`src/lfu_pkg.sv`:
```
// Shared types, widths and helpers for the LFU cache directory.
// No dependencies; imported by the top level.
`default_nettype none

package lfu_pkg;

    localparam int KEY_W     = 32;
    localparam int CNT_W     = 32;
    localparam int CFG_W     = 5;
    localparam int IDX_OUT_W = 4;

    localparam logic [CNT_W-1:0] CNT_MAX   = '1;
    localparam logic [CFG_W-1:0] CFG_RESET = 5'd16;

    // One directory entry as stored in the slot RAM
    typedef struct packed {
        logic [KEY_W-1:0] key;
        logic [CNT_W-1:0] cnt;
    } t_slot_entry;

    localparam int ENTRY_W = $bits(t_slot_entry);

    function automatic logic [CNT_W-1:0] sat_inc(input logic [CNT_W-1:0] v);
        return (v == CNT_MAX) ? v : v + CNT_W'(1);
    endfunction

endpackage

`default_nettype wire

```
`src/lfu_ram.sv`:
```
// Generic simple dual-port RAM: one write port, one read port, registered read.
// No dependencies.
`default_nettype none

module lfu_ram #(
    parameter int WIDTH = 64,
    parameter int DEPTH = 16
) (
    input  wire logic                     i_clk,
    input  wire logic                     i_we,
    input  wire logic [$clog2(DEPTH)-1:0] i_waddr,
    input  wire logic [WIDTH-1:0]         i_wdata,
    input  wire logic                     i_re,
    input  wire logic [$clog2(DEPTH)-1:0] i_raddr,
    output logic      [WIDTH-1:0]         o_rdata
);

    logic [WIDTH-1:0] r_mem [DEPTH];

    always_ff @(posedge i_clk) begin
        if (i_we) begin
            r_mem[i_waddr] <= i_wdata;
        end
        if (i_re) begin
            o_rdata <= r_mem[i_raddr];
        end
    end

endmodule

`default_nettype wire

```
`src/lfu_cache_replacement.sv`:
```
// LFU cache directory, fully associative. Needs lfu_pkg and lfu_ram.
// Result: the strobe rises once the scan of the active slots and the DONE state are through;
//   the result transfers at the edge that ends the strobe cycle.
// One lookup at a time: a new one is accepted once the scan of the last one ends; the slot RAM is read one
//   slot per cycle through a single key/count compare that serves match and minimum.
// Reset (synchronous, active low): clears valid bits, totals, slots_in_use to 16.
// Results stay only until the next lookup completes: the receiver takes each one in its strobe cycle.
`default_nettype none

module lfu_cache_replacement #(
    parameter int SLOTS = 16
) (
    input  wire logic                          i_clk,
    input  wire logic                          i_rst_n,
    input  wire logic                          i_cfg_we,
    input  wire logic [lfu_pkg::CFG_W-1:0]     i_cfg_wdata,
    input  wire logic                          start,
    output logic                               busy,
    input  wire logic [lfu_pkg::KEY_W-1:0]     i_lookup_key,
    output logic                               o_strobe,
    output logic                               o_was_hit,
    output logic [lfu_pkg::IDX_OUT_W-1:0]      o_slot_index,
    output logic [lfu_pkg::CNT_W-1:0]          o_evicted_count,
    output logic [lfu_pkg::CNT_W-1:0]          o_total_hits,
    output logic [lfu_pkg::CNT_W-1:0]          o_total_misses
);
    import lfu_pkg::*;

    localparam int AW = $clog2(SLOTS);
    localparam int CW = $clog2(SLOTS + 1);
    localparam int NW = (CW > CFG_W) ? CW : CFG_W;

    localparam logic [1:0] S_IDLE = 2'd0;
    localparam logic [1:0] S_SCAN = 2'd1;
    localparam logic [1:0] S_DONE = 2'd2;

    logic [1:0]       r_state, n_state;
    logic [CFG_W-1:0] r_slots_in_use;
    logic [SLOTS-1:0] r_valid;
    logic [CNT_W-1:0] r_hit_total;
    logic [CNT_W-1:0] r_miss_total;
    logic             r_strobe;
    logic             r_ev_vld;
    logic [AW-1:0]    r_ev_idx;
    logic [CW-1:0]    r_rd_cnt;
    logic [CW-1:0]    r_n;
    logic             r_found;
    logic [KEY_W-1:0] r_key;
    logic [AW-1:0]    r_pick;
    logic [CNT_W-1:0] r_pick_cnt;
    logic             r_was_hit;
    logic [IDX_OUT_W-1:0] r_slot_idx;
    logic [CNT_W-1:0] r_evicted;

    logic [NW-1:0]    cfg_ext;
    logic [NW-1:0]    act_ext;
    logic [CW-1:0]    n_active;
    logic             accept;
    logic             ram_re;
    logic [AW-1:0]    ram_raddr;
    logic             ram_we;
    t_slot_entry      ram_wdata;
    t_slot_entry      rd_q;
    logic             ev_slot_valid;
    logic [CNT_W-1:0] cnt_eff;
    logic             ev_match;
    logic             scan_last;
    logic             done;

    // Active slot count: zero acts as one, above SLOTS clamps to SLOTS
    assign cfg_ext = NW'(r_slots_in_use);
    always_comb begin
        priority if (cfg_ext == '0) begin
            act_ext = NW'(1);
        end else if (cfg_ext > NW'(SLOTS)) begin
            act_ext = NW'(SLOTS);
        end else begin
            act_ext = cfg_ext;
        end
    end
    assign n_active = CW'(act_ext);

    assign busy   = (r_state == S_SCAN);
    assign accept = start && !busy;
    assign done   = (r_state == S_DONE);

    assign ram_re    = (r_state == S_SCAN) && (r_rd_cnt < r_n);
    assign ram_raddr = r_rd_cnt[AW-1:0];
    assign ram_we    = done;
    assign ram_wdata = '{key: r_key, cnt: r_found ? sat_inc(r_pick_cnt) : CNT_W'(1)};

    lfu_ram #(
        .WIDTH (ENTRY_W),
        .DEPTH (SLOTS)
    ) u_slot_ram (
        .i_clk   (i_clk),
        .i_we    (ram_we),
        .i_waddr (r_pick),
        .i_wdata (ram_wdata),
        .i_re    (ram_re),
        .i_raddr (ram_raddr),
        .o_rdata (rd_q)
    );

    // Empty slots never match and read as count zero
    assign ev_slot_valid = r_valid[r_ev_idx];
    assign cnt_eff       = ev_slot_valid ? rd_q.cnt : '0;
    assign ev_match      = ev_slot_valid && (rd_q.key == r_key);
    assign scan_last     = r_ev_vld && (r_rd_cnt == r_n);

    always_comb begin
        n_state = r_state;
        unique case (r_state)
            S_IDLE: begin
                if (accept) n_state = S_SCAN;
            end
            S_SCAN: begin
                if (scan_last) n_state = S_DONE;
            end
            S_DONE: begin
                n_state = accept ? S_SCAN : S_IDLE;
            end
            default: begin
                n_state = S_IDLE;
            end
        endcase
    end

    always_ff @(posedge i_clk) begin
        if (!i_rst_n) begin
            r_state        <= S_IDLE;
            r_slots_in_use <= CFG_RESET;
            r_valid        <= '0;
            r_hit_total    <= '0;
            r_miss_total   <= '0;
            r_strobe       <= 1'b0;
            r_ev_vld       <= 1'b0;
            r_rd_cnt       <= '0;
            r_found        <= 1'b0;
        end else begin
            r_state  <= n_state;
            r_strobe <= done;
            r_ev_vld <= ram_re;
            if (i_cfg_we) begin
                r_slots_in_use <= i_cfg_wdata;
            end
            if (accept) begin
                r_rd_cnt <= '0;
                r_found  <= 1'b0;
            end else if (ram_re) begin
                r_rd_cnt <= r_rd_cnt + CW'(1);
            end
            if (r_ev_vld && !r_found && ev_match) begin
                r_found <= 1'b1;
            end
            if (done) begin
                r_valid[r_pick] <= 1'b1;
                if (r_found) begin
                    r_hit_total <= sat_inc(r_hit_total);
                end else begin
                    r_miss_total <= sat_inc(r_miss_total);
                end
            end
        end
    end

    // Datapath registers, no reset needed
    always_ff @(posedge i_clk) begin
        r_ev_idx <= ram_raddr;
        if (accept) begin
            r_key <= i_lookup_key;
            r_n   <= n_active;
        end
        // first match wins; until then track the lowest count, ties to the lower slot
        if (r_ev_vld && !r_found) begin
            if (ev_match) begin
                r_pick     <= r_ev_idx;
                r_pick_cnt <= rd_q.cnt;
            end else if ((r_ev_idx == '0) || (cnt_eff < r_pick_cnt)) begin
                r_pick     <= r_ev_idx;
                r_pick_cnt <= cnt_eff;
            end
        end
        if (done) begin
            r_was_hit  <= r_found;
            r_slot_idx <= IDX_OUT_W'(r_pick);
            r_evicted  <= r_found ? '0 : r_pick_cnt;
        end
    end

    assign o_strobe        = r_strobe;
    assign o_was_hit       = r_was_hit;
    assign o_slot_index    = r_slot_idx;
    assign o_evicted_count = r_evicted;
    assign o_total_hits    = r_hit_total;
    assign o_total_misses  = r_miss_total;

    a_strobe_after_done: assert property (@(posedge i_clk) disable iff (!i_rst_n)
        o_strobe |-> $past(r_state == S_DONE))
        else $error("result strobe without a finished lookup");

    a_scan_bounds: assert property (@(posedge i_clk) disable iff (!i_rst_n)
        (r_state == S_SCAN) |-> (r_rd_cnt <= r_n) && (r_n != '0) && (r_n <= CW'(SLOTS)))
        else $error("scan counter out of range");

    a_hit_no_evict: assert property (@(posedge i_clk) disable iff (!i_rst_n)
        (o_strobe && o_was_hit) |-> (o_evicted_count == '0))
        else $error("hit reported with an evicted count");

    a_slot_valid_after_update: assert property (@(posedge i_clk) disable iff (!i_rst_n)
        (r_state == S_DONE) |=> r_valid[$past(r_pick)])
        else $error("updated slot not marked valid");

endmodule

`default_nettype wire

```
`config.mk`:
```
export PLATFORM = sky130hd
export DESIGN_NAME = lfu_cache_replacement
export DESIGN_NICKNAME = d
export VERILOG_FILES = /design/src/lfu_pkg.sv /design/src/lfu_ram.sv /design/src/lfu_cache_replacement.sv
export SDC_FILE = /design/constraint.sdc
export NUM_CORES = 1
export LEC_CHECK = 0
export BUFFER_PORTS_ARGS = -buffer_cell sky130_fd_sc_hd__buf_2
export CELL_PAD_IN_SITES_DETAIL_PLACEMENT = 2
export CELL_PAD_IN_SITES_GLOBAL_PLACEMENT = 2
export CORE_MARGIN = 5
export CORE_UTILIZATION = 37
export CTS_CLUSTER_DIAMETER = 150
export DETAILED_ROUTE_END_ITERATION = 8
export GPL_TIMING_DRIVEN = 0
export HOLD_SLACK_MARGIN = 0.1
export PLACE_DENSITY = 0.67
export SYNTH_ARGS = -nofsm -noshare
export SYNTH_HDL_FRONTEND = slang
export SYNTH_SLANG_ARGS = --single-unit
```
`constraint.sdc`:
```
create_clock -name i_clk -period 6.7 [get_ports i_clk]
set_input_delay 0.67 -clock i_clk [delete_from_list [all_inputs] [get_ports i_clk]]
set_output_delay 0.67 -clock i_clk [all_outputs]
set_load 0.01 [all_outputs]
```
==> results.md, run 1 <==
* Status: finished, violations left
* Failing checks: max-capacitance violations
* Leakage at 19.21 nW
* Clock latency on the worst-skew pair at 780 ps
* CTS Buf Count at 143
* Via/cell ratio at 5.577
* Pwr/cell area at 285.4 nW/µm²
* Critical Path Slowest Stage Cell: a2111oi_0
* Area leader, netlist: edfxtp_1
* Crit start category: register
* WL final at 153.7 mm
* Crit path from: r_ev_idx[3]
* Area of the core at 135600 µm²
* Data required, critical path at 7200 ps
* CTS Root Cell: clkbuf_16
* Combinational power share at 0.032
* P_int at 13.41 mW
* Vias in the first global route at 29664
* Detail Route Antenna Nets at 0
* Least-Margin Pin Slew at 1477 ps
* Worst R2R End: r_pick_cnt[2]
* VDD IR max at 0.2263 mV
* CP top delay family: compound AO/OA/AOI/OAI gates
* Final std cells w/o fill at 4796
* Max_slew headroom at 0.01145
* Worst-path fanout max at 20
* Share of the synthesized area in the top cell type at 0.7110
* Hold WC Path Type: primary input to register
* Mapped Cells at 2492
* Total gr overflow at 0
* Cts repair resizes at 0
* Crit Path Class: register to register
* GRT Overall Usage at 0.2130
* Reg2reg start: r_ev_idx[3]
* Post-place setup slack at 1470 ps
* Synth cell types at 59
* Total negative slack at 0 ps
* Critical Path Max Stage Delay at 800 ps
* DRC at 0
* Max-Cap Viols at 1
* Worst setup EP type: register
* PortBufs at 141
* Clock power frac at 0.445
* Worst EP arrival at 5780 ps
* Gpl congestion at 0.7720
* Fillers at 12364
* Max-slew violations at 0
* Die Footprint at 144200 µm²
* Sequential fraction of the synthesis area at 0.7501
* Final hold violation count at 0
* Ports at 144
* Post-synth ARST share at 0
* Synthesized Nets at 2575
* Post-synth EDFFs at 1198
* Final period utilization at 0.7881
* Buf/Inv on CP at 3
* Synth top cells by count: 1198 x edfxtp_1, 320 x mux4_2, 99 x dfxtp_1
* Htree depth at 4
* Sequential share of power at 0.523
* Placed cell count at 4503
* Net switching power at 3.697 mW
* PnR worst setup slack at 1419 ps
* Initial Util at 0.3730
* Clock skew at 40.54 ps
* Top-count cell post-synth: edfxtp_1
* Ys Warns at 0
* FP Rows at 135
* Syn avg cell area at 20.30 µm²
* Routed vias at 26748
* Number of setup violations in the final report at 0
* Sw Ratio at 0.2160
* WP depth at 15
* Area contributors post-synth: edfxtp_1 71%, mux4_2 14%, dfxtp_1 3.9%
* Share of cells above drive strength 1 at 0.2621
* First-pass GRT wire length at 222.3 mm
* Synthesis-stage register bit count at 1297
* End point of the critical path: r_pick_cnt[2]
* Peak Freq at 0.1894 GHz
* Clk buf depth at 3
* Flop2flop setup slack at 1420 ps
* Crit path cell chain: buf_2 > mux2i_1 > a22oi_1 > nand4b_1 > nand2_1 > clkbuf_1 > and2_1 > ha_1 > a21oi_1 > o21ai_0 > o2111ai_1 > a31o_2 > a2111oi_0 > o22ai_4 > buf_16
* DIE WIDTH at 379.8 µm
* Dominant synthesized flop cell: edfxtp_1
* Netlist Area Pre-Place at 50600 µm²
* Nets at 2983
* RSZ-0062 raised after global routing: no
* Post-Route Utilization at 0.4420
* Largest net degree at the start of global routing at 43
* CTS tree: yes
* Initial DRC count at 2720
* Antenna violations before repair at 8
* Clk pin slew, worst setup/hold paths at 60 ps
* Clock Sinks at 1297
* Routed WL per cell at 32.05 µm
* First-pass DRT Iterations at 5
* Length in cells of the worst reg-to-reg path at 15
* Minimum clock period at 5281 ps
* Die Height at 379.8 µm
* Layout area overhead at 18.49%
* Post-DP HPWL at 103.6 mm
worst min-delay path by stage:
stage	cells past startpoint	slack, ps	end	startpoint
after CTS	3	140	cfg_ext[4]	i_cfg_wdata[4]
after global placement	0	390	r_ev_idx[2]	r_rd_cnt[2]
after detailed placement	0	400	r_ev_idx[2]	r_rd_cnt[2]
after floorplan	0	350	r_ev_idx[0]	r_rd_cnt[0]
final	3	170	cfg_ext[4]	i_cfg_wdata[4]
after global routing	3	140	cfg_ext[4]	i_cfg_wdata[4]
worst min-delay path: cells and delay by family:
| kind | cells | cell delay, ps |
|---|---|---|
| compound gates | 1 | 80 |
| simple gates | 1 | 50 |
| buf+inv | 1 | 90 |
stage by stage:
step / area (µm²) / total power [mW] / hold slack (ps)
final: 59960 / 17.11 / 171.9
after global routing: 59960 / 17.72 / 140.6
after CTS: 59920 / 17.30 / 136.0
after detailed placement: 55140 / 9.661 / 401.5
after global placement: 53530 / 9.610 / 386.6
after floorplan: 50600 / 9.413 / 354.0
cell type report:
class	count	area, µm²	share of cell area
plain buffers	109	436.7	0.007283
flip-flops and latches	1297	37960	0.6331
inverters	52	195.2	0.003255
diodes	1	2.502	0.00004174
clock inverters	75	641.9	0.01071
well taps	1781	2228	0.03717
repair buffers	263	2509	0.04184
clock buffers	184	3817	0.06367
multi-input cells	1034	12170	0.2030
cell families (layout without fill, tap and decap cells):
logic type               Yosys count  after routing  share of synthesized area
buffers and inverters            161            683                    0.01249
XOR/XNOR                         103            103                    0.01783
other                              0              1                          0
multiplexers                     335            335                     0.1454
flip-flops                      1297           1297                     0.7501
adder cells (fa/ha/maj)           42             42                    0.01039
AO/OA/AOI/OAI                    124            124                    0.01795
AND/OR/NAND/NOR                  430            430                    0.04580
layout by cell type, fill, tap and decap left out, types with 10 or more instances in the layout:
cell type	n
nor3_1	27
nand2_1	50
o21ai_0	22
and2_1	84
a21boi_0	10
clkbuf_16	147
a21oi_1	12
buf_2	151
buf_1	24
dfxtp_1	99
clkinv_2	18
mux2i_1	15
inv_1	50
buf_6	39
nor2_1	81
nor2b_1	10
and3_1	14
clkinv_1	31
xnor2_1	46
nand4_1	24
nor2_4	12
nand3_1	42
edfxtp_1	1198
buf_16	10
xor2_1	57
ha_1	42
buf_12	32
or3_1	23
clkbuf_1	110
mux4_2	320
o21a_1	19
nor4_1	21
dlygate4sd3_1	32
flip-flops by register name, indices dropped and copies added (netlist names), 16 cells and up:
name	cells
o_total_misses	32
r_valid	16
r_key	32
u_slot_ram.r_mem	1024
r_pick_cnt	32
o_evicted_count	32
o_total_hits	32
u_slot_ram.o_rdata	64
repair_timing:
item	4_1_cts	5_1_grt
hold buffers	32	0
hold endpoints to repair	32	0
buffers inserted	0	0
power groups by stage:
| stage | clock, mW | sequential (mW) | combinational, mW |
|---|---|---|---|
| final | 7.62 | 8.95 | 0.542 |
| after global routing | 8.18 | 8.96 | 0.579 |
| after CTS | 7.80 | 8.95 | 0.554 |
| after detailed placement | 0 | 9.13 | 0.536 |
| after global placement | 0 | 9.12 | 0.491 |
| after floorplan | 0 | 9.08 | 0.331 |
layer usage:
metal,GRT usage,up-vias,wire (µm)
met5,0,-,46
met4,0.05738,2,3616
met3,0.03881,215,9376
met2,0.3693,1063,79040
met1,0.2770,14477,61630
li1,-,10991,-
Note: power is estimated with default switching activity, not from simulation.
==> run 2: changes to the inputs <==
PLACE_DENSITY = 0.65   (was 0.67)
clock period = 5.4 ns   (was 6.7 ns; I/O delays follow)
==> run 2 against run 1 <==
Compared with the run above: the flow now finishes without violations; hold slack got worse by 7.6 ps; fmax rose by 6.4%; clock power rose by 22%; clock skew fell by 12 ps; highest routed layer is now met4; routed wire length fell by 3.6%; cell count fell by 0.46%; sequential share of layout area barely moved; combinational power rose by 24%; first-iteration DRC count fell by 3.5%; count of clock-buffer cells in the layout fell by 2.
==> results.md, run 2 (synthesized netlist as in run 1, its figures left out) <==
* # hold bufs at CTS at 37 (was 32)
* Leakage at 19.14 nW (was 19.21 nW)
* Routed vias at 26286 (was 26748)
* Share of cells above drive strength 1 at 0.2564 (was 0.2621)
* Clock latency on the worst-skew pair at 750 ps (was 780 ps)
* Crit start category: register (unchanged)
* Area of the core at 135600 µm² (unchanged)
* Clk buf depth at 3 (unchanged)
* CTS Buf Count at 141 (was 143)
* Layout area overhead at 18.49% (about the same)
* DRC at 0 (unchanged)
* CTS Root Cell: clkbuf_16 (unchanged)
* Clk pin slew, worst setup/hold paths at 60 ps (about the same)
* Gpl congestion at 0.7652 (was 0.7720)
* Largest registers: u_slot_ram.r_mem x1024, u_slot_ram.o_rdata x64 (unchanged)
* Post-CTS Setup Inserts at 0 (unchanged)
* Length in cells of the worst reg-to-reg path at 15 (unchanged)
* Die Footprint at 144200 µm² (unchanged)
* RSZ-0062 raised after global routing: no (unchanged)
* First-pass DRT Iterations at 5 (unchanged)
* Post-route design area at 59950 µm² (was 59960 µm²)
* First-pass GRT wire length at 216.2 mm (was 222.3 mm)
* Detail Route Antenna Nets at 0 (unchanged)
* Initial Util at 0.3730 (unchanged)
* Hold path endpoint: r_state[0] (was cfg_ext[4])
* Data required, critical path at 5890 ps (was 7200 ps)
* Vias in the first global route at 29265 (was 29664)
* Clock skew at 28.63 ps (was 40.54 ps)
* Htree depth at 4 (unchanged)
* Worst R2R End: r_pick_cnt[7] (was r_pick_cnt[2])
* Number of setup violations in the final report at 0 (unchanged)
* Antenna violations before repair at 3 (was 8)
* VDD IR max at 0.2688 mV (was 0.2263 mV)
* Ports at 144 (unchanged)
* WL final at 148.1 mm (was 153.7 mm)
* Largest net degree at the start of global routing at 43 (unchanged)
* Final period utilization at 0.9187 (was 0.7881)
* Nets at 2968 (was 2983)
* Crit Path Class: register to register (unchanged)
* Worst EP arrival at 5450 ps (was 5780 ps)
* CTS tree: yes (unchanged)
* Worst setup EP type: register (unchanged)
* Final hold violation count at 0 (unchanged)
* Minimum clock period at 4961 ps (was 5281 ps)
* Cts repair resizes at 0 (unchanged)
* Routed WL per cell at 31.03 µm (was 32.05 µm)
* Most flop-heavy register: u_slot_ram.r_mem (unchanged)
* Commonest non-fill, non-tap cell in the layout: edfxtp_1 (unchanged)
* Peak Freq at 0.2016 GHz (was 0.1894 GHz)
* Overall power at 21.10 mW (was 17.11 mW)
* Hold WC Path Type: primary input to register (unchanged)
* FP Rows at 135 (unchanged)
* Max_slew headroom at 0.06435 (was 0.01145)
* Reg2reg start: r_ev_idx[3] (unchanged)
* PortBufs at 141 (unchanged)
* Most frequent cells in the layout: 1198 x edfxtp_1, 320 x mux4_2, 151 x buf_2 (unchanged)
* Flop2flop setup slack at 440 ps (was 1420 ps)
* Status: completed (was finished, violations left)
* Least-Margin Pin Slew at 1398 ps (was 1477 ps)
* Max-Cap Viols at 0 (was 1)
* Pwr/cell area at 352.0 nW/µm² (was 285.4 nW/µm²)
* Clock Sinks at 1297 (unchanged)
* Max-slew violations at 0 (unchanged)
* HP Start: start (was i_cfg_wdata[4])
* Via/cell ratio at 5.506 (was 5.577)
* Worst Hold Depth at 3 (unchanged)
* Initial DRC count at 2624 (was 2720)
* GRT Overall Usage at 0.2059 (was 0.2130)
* Post-DP HPWL at 100.5 mm (was 103.6 mm)
* Dpl cell area at 55140 µm² (about the same)
* Worst-path fanout max at 21 (was 20)
* DIE WIDTH at 379.8 µm (unchanged)
* Number of flip-flops in the largest register at 1024 (unchanged)
* Die Height at 379.8 µm (unchanged)
* Total gr overflow at 0 (unchanged)
[run 2: cell types whose count changed in the layout (fill, tap and decap cells not counted), moves of 5 or more]
cell	delta
buf_16	+8
buf_8	+5
buf_6	-31
dlygate4sd3_1	+5
[run 2: final cells by class]
class                      count  area [µm²]
antenna                        1       2.502
clock inverter                68       563.0
multi-input combinational   1034       12200
inverter                      52       195.2
sequential                  1297       37960
tap                         1781        2228
buffer                       109       437.9
timing repair buffer         250        2530
fill                       12375       75680
clock buffer                 182        3841
[run 2: worst max-delay path, stage by stage, from the launching register on]
cell       delay, ps
dfxtp_1          410
buf_2            320
mux2i_1          130
a22oi_1          420
nand3_1          170
nand2_1          280
clkbuf_1         340
and2_1           220
ha_1             170
a21oi_1           80
o21ai_0          300
o2111ai_1        220
a31o_2           290
a2111oi_0        670
o22ai_4          370
buf_16           270
[run 2: how the worst max path moves through the flow]
stage	startpoint	end
after floorplan	r_state[0]	u_slot_ram.r_mem[10][0]
final	r_ev_idx[3]	r_pick_cnt[7]
after global placement	r_state[0]	u_slot_ram.r_mem[14][36]
after detailed placement	r_ev_idx[3]	r_pick[3]
after global routing	r_ev_idx[3]	r_pick_cnt[7]
after CTS	r_ev_idx[3]	r_pick_cnt[7]
[run 2: stage by stage]
step	setup WS [ps]	instances	hold slack (ps)	TNS, ps	utilization
after global routing	146.8	4773	141.1	0	0.4420
after CTS	440.2	4772	113.9	0	0.4417
final	438.8	4774	164.3	0	0.4420
after detailed placement	462.1	4485	395.1	0	0.4065
after global placement	-4343	4414	392.1	-3776120	0.3949
after floorplan	535.6	2492	354.0	0	-
[run 2: power breakdown]
group | switching (mW) | internal, mW | leakage, nW
sequential | 0.119 | 11.0 | 11.8
combinational | 0.368 | 0.303 | 5.24
clock | 3.93 | 5.39 | 2.13
total | 4.42 | 16.7 | 19.1
[run 2: metal layers]
metal | up-vias | GRT usage | wire length [µm]
met5 | - | 0 | 0
met2 | 839 | 0.3614 | 77160
met1 | 14294 | 0.2724 | 60900
met4 | 0 | 0.04449 | 2687
li1 | 10961 | - | -
met3 | 192 | 0.03224 | 7367
==> run 3: changes to the inputs <==
CORE_MARGIN = 1   (was 5)
==> run 3 against run 2 <==
Compared with the run above: the run now ends with max-capacitance violations left; core utilization is 0.56 points higher; sequential share of layout area is 0.80 points lower; cell count is 0.44% higher; die area is 4.2% lower; count of clock-buffer cells in the layout is 4 lower; non-clock buffer count is 4 higher; hold slack better by 9.3 ps; register-to-register slack worse by 110 ps; worst setup slack worse by 110 ps.
==> results.md, run 3 (synthesized netlist as in run 1, its figures left out) <==
* WL final at 154.7 mm (was 148.1 mm)
* Commonest non-fill, non-tap cell in the layout: edfxtp_1 (unchanged)
* Buf/Inv on CP at 3 (unchanged)
* Hold WC Path Type: primary input to register (unchanged)
* CTS Root Cell: clkbuf_16 (unchanged)
* Worst-path fanout max at 22 (was 21)
* Routed WL per cell at 32.26 µm (was 31.03 µm)
* Number of flip-flops in the largest register at 1024 (unchanged)
* First-pass DRT Iterations at 7 (was 5)
* Hold Slack at 173.6 ps (was 164.3 ps)
* Initial Util at 0.3730 (unchanged)
* Most frequent CP cell: nand2_1
* Data required, critical path at 5910 ps (was 5890 ps)
* CTS Buf Count at 144 (was 141)
* RSZ-0062 raised after global routing: no (unchanged)
* Clock Sinks at 1297 (unchanged)
* Die Height at 371.8 µm (was 379.8 µm)
* Critical Path Max Stage Delay at 620 ps (was 670 ps)
* VDD IR max at 0.2826 mV (was 0.2688 mV)
* Largest registers: u_slot_ram.r_mem x1024, u_slot_ram.o_rdata x64 (unchanged)
* Critical Path Slowest Stage Cell: a2111oi_1 (was a2111oi_0)
* Post-Route Utilization at 0.4477 (was 0.4420)
* First-pass GRT wire length at 217.7 mm (was 216.2 mm)
* Worst setup EP type: register (unchanged)
* Reg2reg start: r_ev_idx[3] (unchanged)
* Share of cells above drive strength 1 at 0.2659 (was 0.2564)
* Clock skew at 30.86 ps (was 28.63 ps)
* Overall power at 22.38 mW (was 21.10 mW)
* Layout area overhead at 20.00% (was 18.49%)
* Routing usage on met1 at 0.2873 (was 0.2724)
* Final period utilization at 0.9397 (was 0.9187)
* Initial DRC count at 2283 (was 2624)
* HP Start: start (unchanged)
* Post-DP HPWL at 102.6 mm (was 100.5 mm)
* DRC at 0 (unchanged)
* Total gr overflow at 0 (unchanged)
* GR Util met3 at 0.03583 (was 0.03224)
* Pwr/cell area at 368.6 nW/µm² (was 352.0 nW/µm²)
* Detail Route Antenna Nets at 0 (unchanged)
* PortBufs at 141 (unchanged)
* Least-Margin Pin Slew at 1477 ps (was 1398 ps)
* Final hold violation count at 0 (unchanged)
* Peak Freq at 0.1971 GHz (was 0.2016 GHz)
* Number of setup violations in the final report at 0 (unchanged)
* GRT Overall Usage at 0.2253 (was 0.2059)
* Post-place setup slack at 175.9 ps (was 462.1 ps)
* CTS tree: yes (unchanged)
* Largest net degree at the start of global routing at 43 (unchanged)
* Antenna violations before repair at 12 (was 3)
* PnR worst setup slack at 325.8 ps (was 438.8 ps)
* Status: finished, violations left (was completed)
* Vias in the first global route at 29284 (was 29265)
* CP top delay family: compound AO/OA/AOI/OAI gates (unchanged)
* Max-Cap Viols at 1 (was 0)
* Crit path cell chain: buf_2 > mux2i_1 > a22oi_1 > nand3_1 > nand2_1 > clkbuf_1 > and2_1 > ha_1 > nand2_1 > o21ai_0 > o2111ai_1 > a31o_2 > a2111oi_1 > o22ai_4 > buf_16 (was buf_2 > mux2i_1 > a22oi_1 > nand3_1 > nand2_1 > clkbuf_1 > and2_1 > ha_1 > a21oi_1 > o21ai_0 > o2111ai_1 > a31o_2 > a2111oi_0 > o22ai_4 > buf_16)
* Leakage at 19.51 nW (was 19.14 nW)
* Most frequent cells in the layout: 1198 x edfxtp_1, 320 x mux4_2, 151 x buf_2 (unchanged)
* Max_slew headroom at 0.01151 (was 0.06435)
* GRT Max-Usage Layer: met2 (unchanged)
* Max-slew violations at 0 (unchanged)
* Routed vias at 26540 (was 26286)
* Die Footprint at 138200 µm² (was 144200 µm²)
* Clock latency on the worst-skew pair at 790 ps (was 750 ps)
* Ports at 144 (unchanged)
* Minimum clock period at 5074 ps (was 4961 ps)
* Worst EP arrival at 5590 ps (was 5450 ps)
* Placed cell count at 4490 (was 4485)
* DIE WIDTH at 371.8 µm (was 379.8 µm)
* Clk buf depth at 3 (unchanged)
* Crit start category: register (unchanged)
* FP Rows at 135 (unchanged)
* Via/cell ratio at 5.535 (was 5.506)
* Crit path from: r_ev_idx[3] (unchanged)
* Most flop-heavy register: u_slot_ram.r_mem (unchanged)
* Failing checks: max-capacitance violations
* Clk pin slew, worst setup/hold paths at 60 ps (about the same)
* Nets at 2975 (was 2968)
* Htree depth at 4 (unchanged)
* Crit Path Class: register to register (unchanged)
* Flop2flop setup slack at 330 ps (was 440 ps)
* Gpl congestion at 0.7586 (was 0.7652)
* M2 GR Usage at 0.3962 (was 0.3614)
* Final std cells w/o fill at 4795 (was 4774)
* Area of the core at 135600 µm² (unchanged)
[run 3: path summary, 6_finish.rpt]
check,to,cells after the start
hold / removal,r_state[0],3
setup reg to reg,r_pick[2],15
hold reg to reg,r_ev_idx[2],0
setup / recovery,r_pick[2],15
[run 3: layer usage]
layer / part of all wire / vias to the layer above
met2: 0.52 / 840
met3: 0.048 / 219
met4: 0.022 / 4
met1: 0.41 / 14494
met5: 0.00017 / -
li1: - / 10983
[run 3: final cells by class]
class                      count  area [µm²]
buffer                       109       437.9
timing repair buffer         254        2679
antenna                        2       5.005
inverter                      52       195.2
clock inverter                88        1194
multi-input combinational   1034       12200
sequential                  1297       37960
fill                       12372       74920
tap                         1781        2228
clock buffer                 178        3825
[run 3: where the power goes]
| group | internal, mW | switching [mW] | total [mW] |
|---|---|---|---|
| registers | 11.0 | 0.124 | 11.1 |
| clock network | 6.35 | 4.24 | 10.6 |
| logic | 0.302 | 0.374 | 0.675 |
| total | 17.6 | 4.74 | 22.4 |
[run 3: tightest hold or removal path, delay by kind of cell]
family	cells	cell delay [ps]
AND/OR/NAND/NOR	1	150
AO/OA/AOI/OAI	1	130
buffers and inverters	1	90
[run 3: stage by stage]
step                 TNS, ps  instance area, µm²
floorplan                  0               50630
global placement    -3777850               53570
detailed placement         0               55310
CTS                        0               60700
global route               0               60720
finish                     0               60720
[run 3: timing repair]
item / CTS / global route
hold buffers: 37 / 0
resized for setup: 0 / 1
setup endpoints to repair: 0 / 22
buffers inserted: 0 / 0
endpoints found under the hold margin: 37 / 0
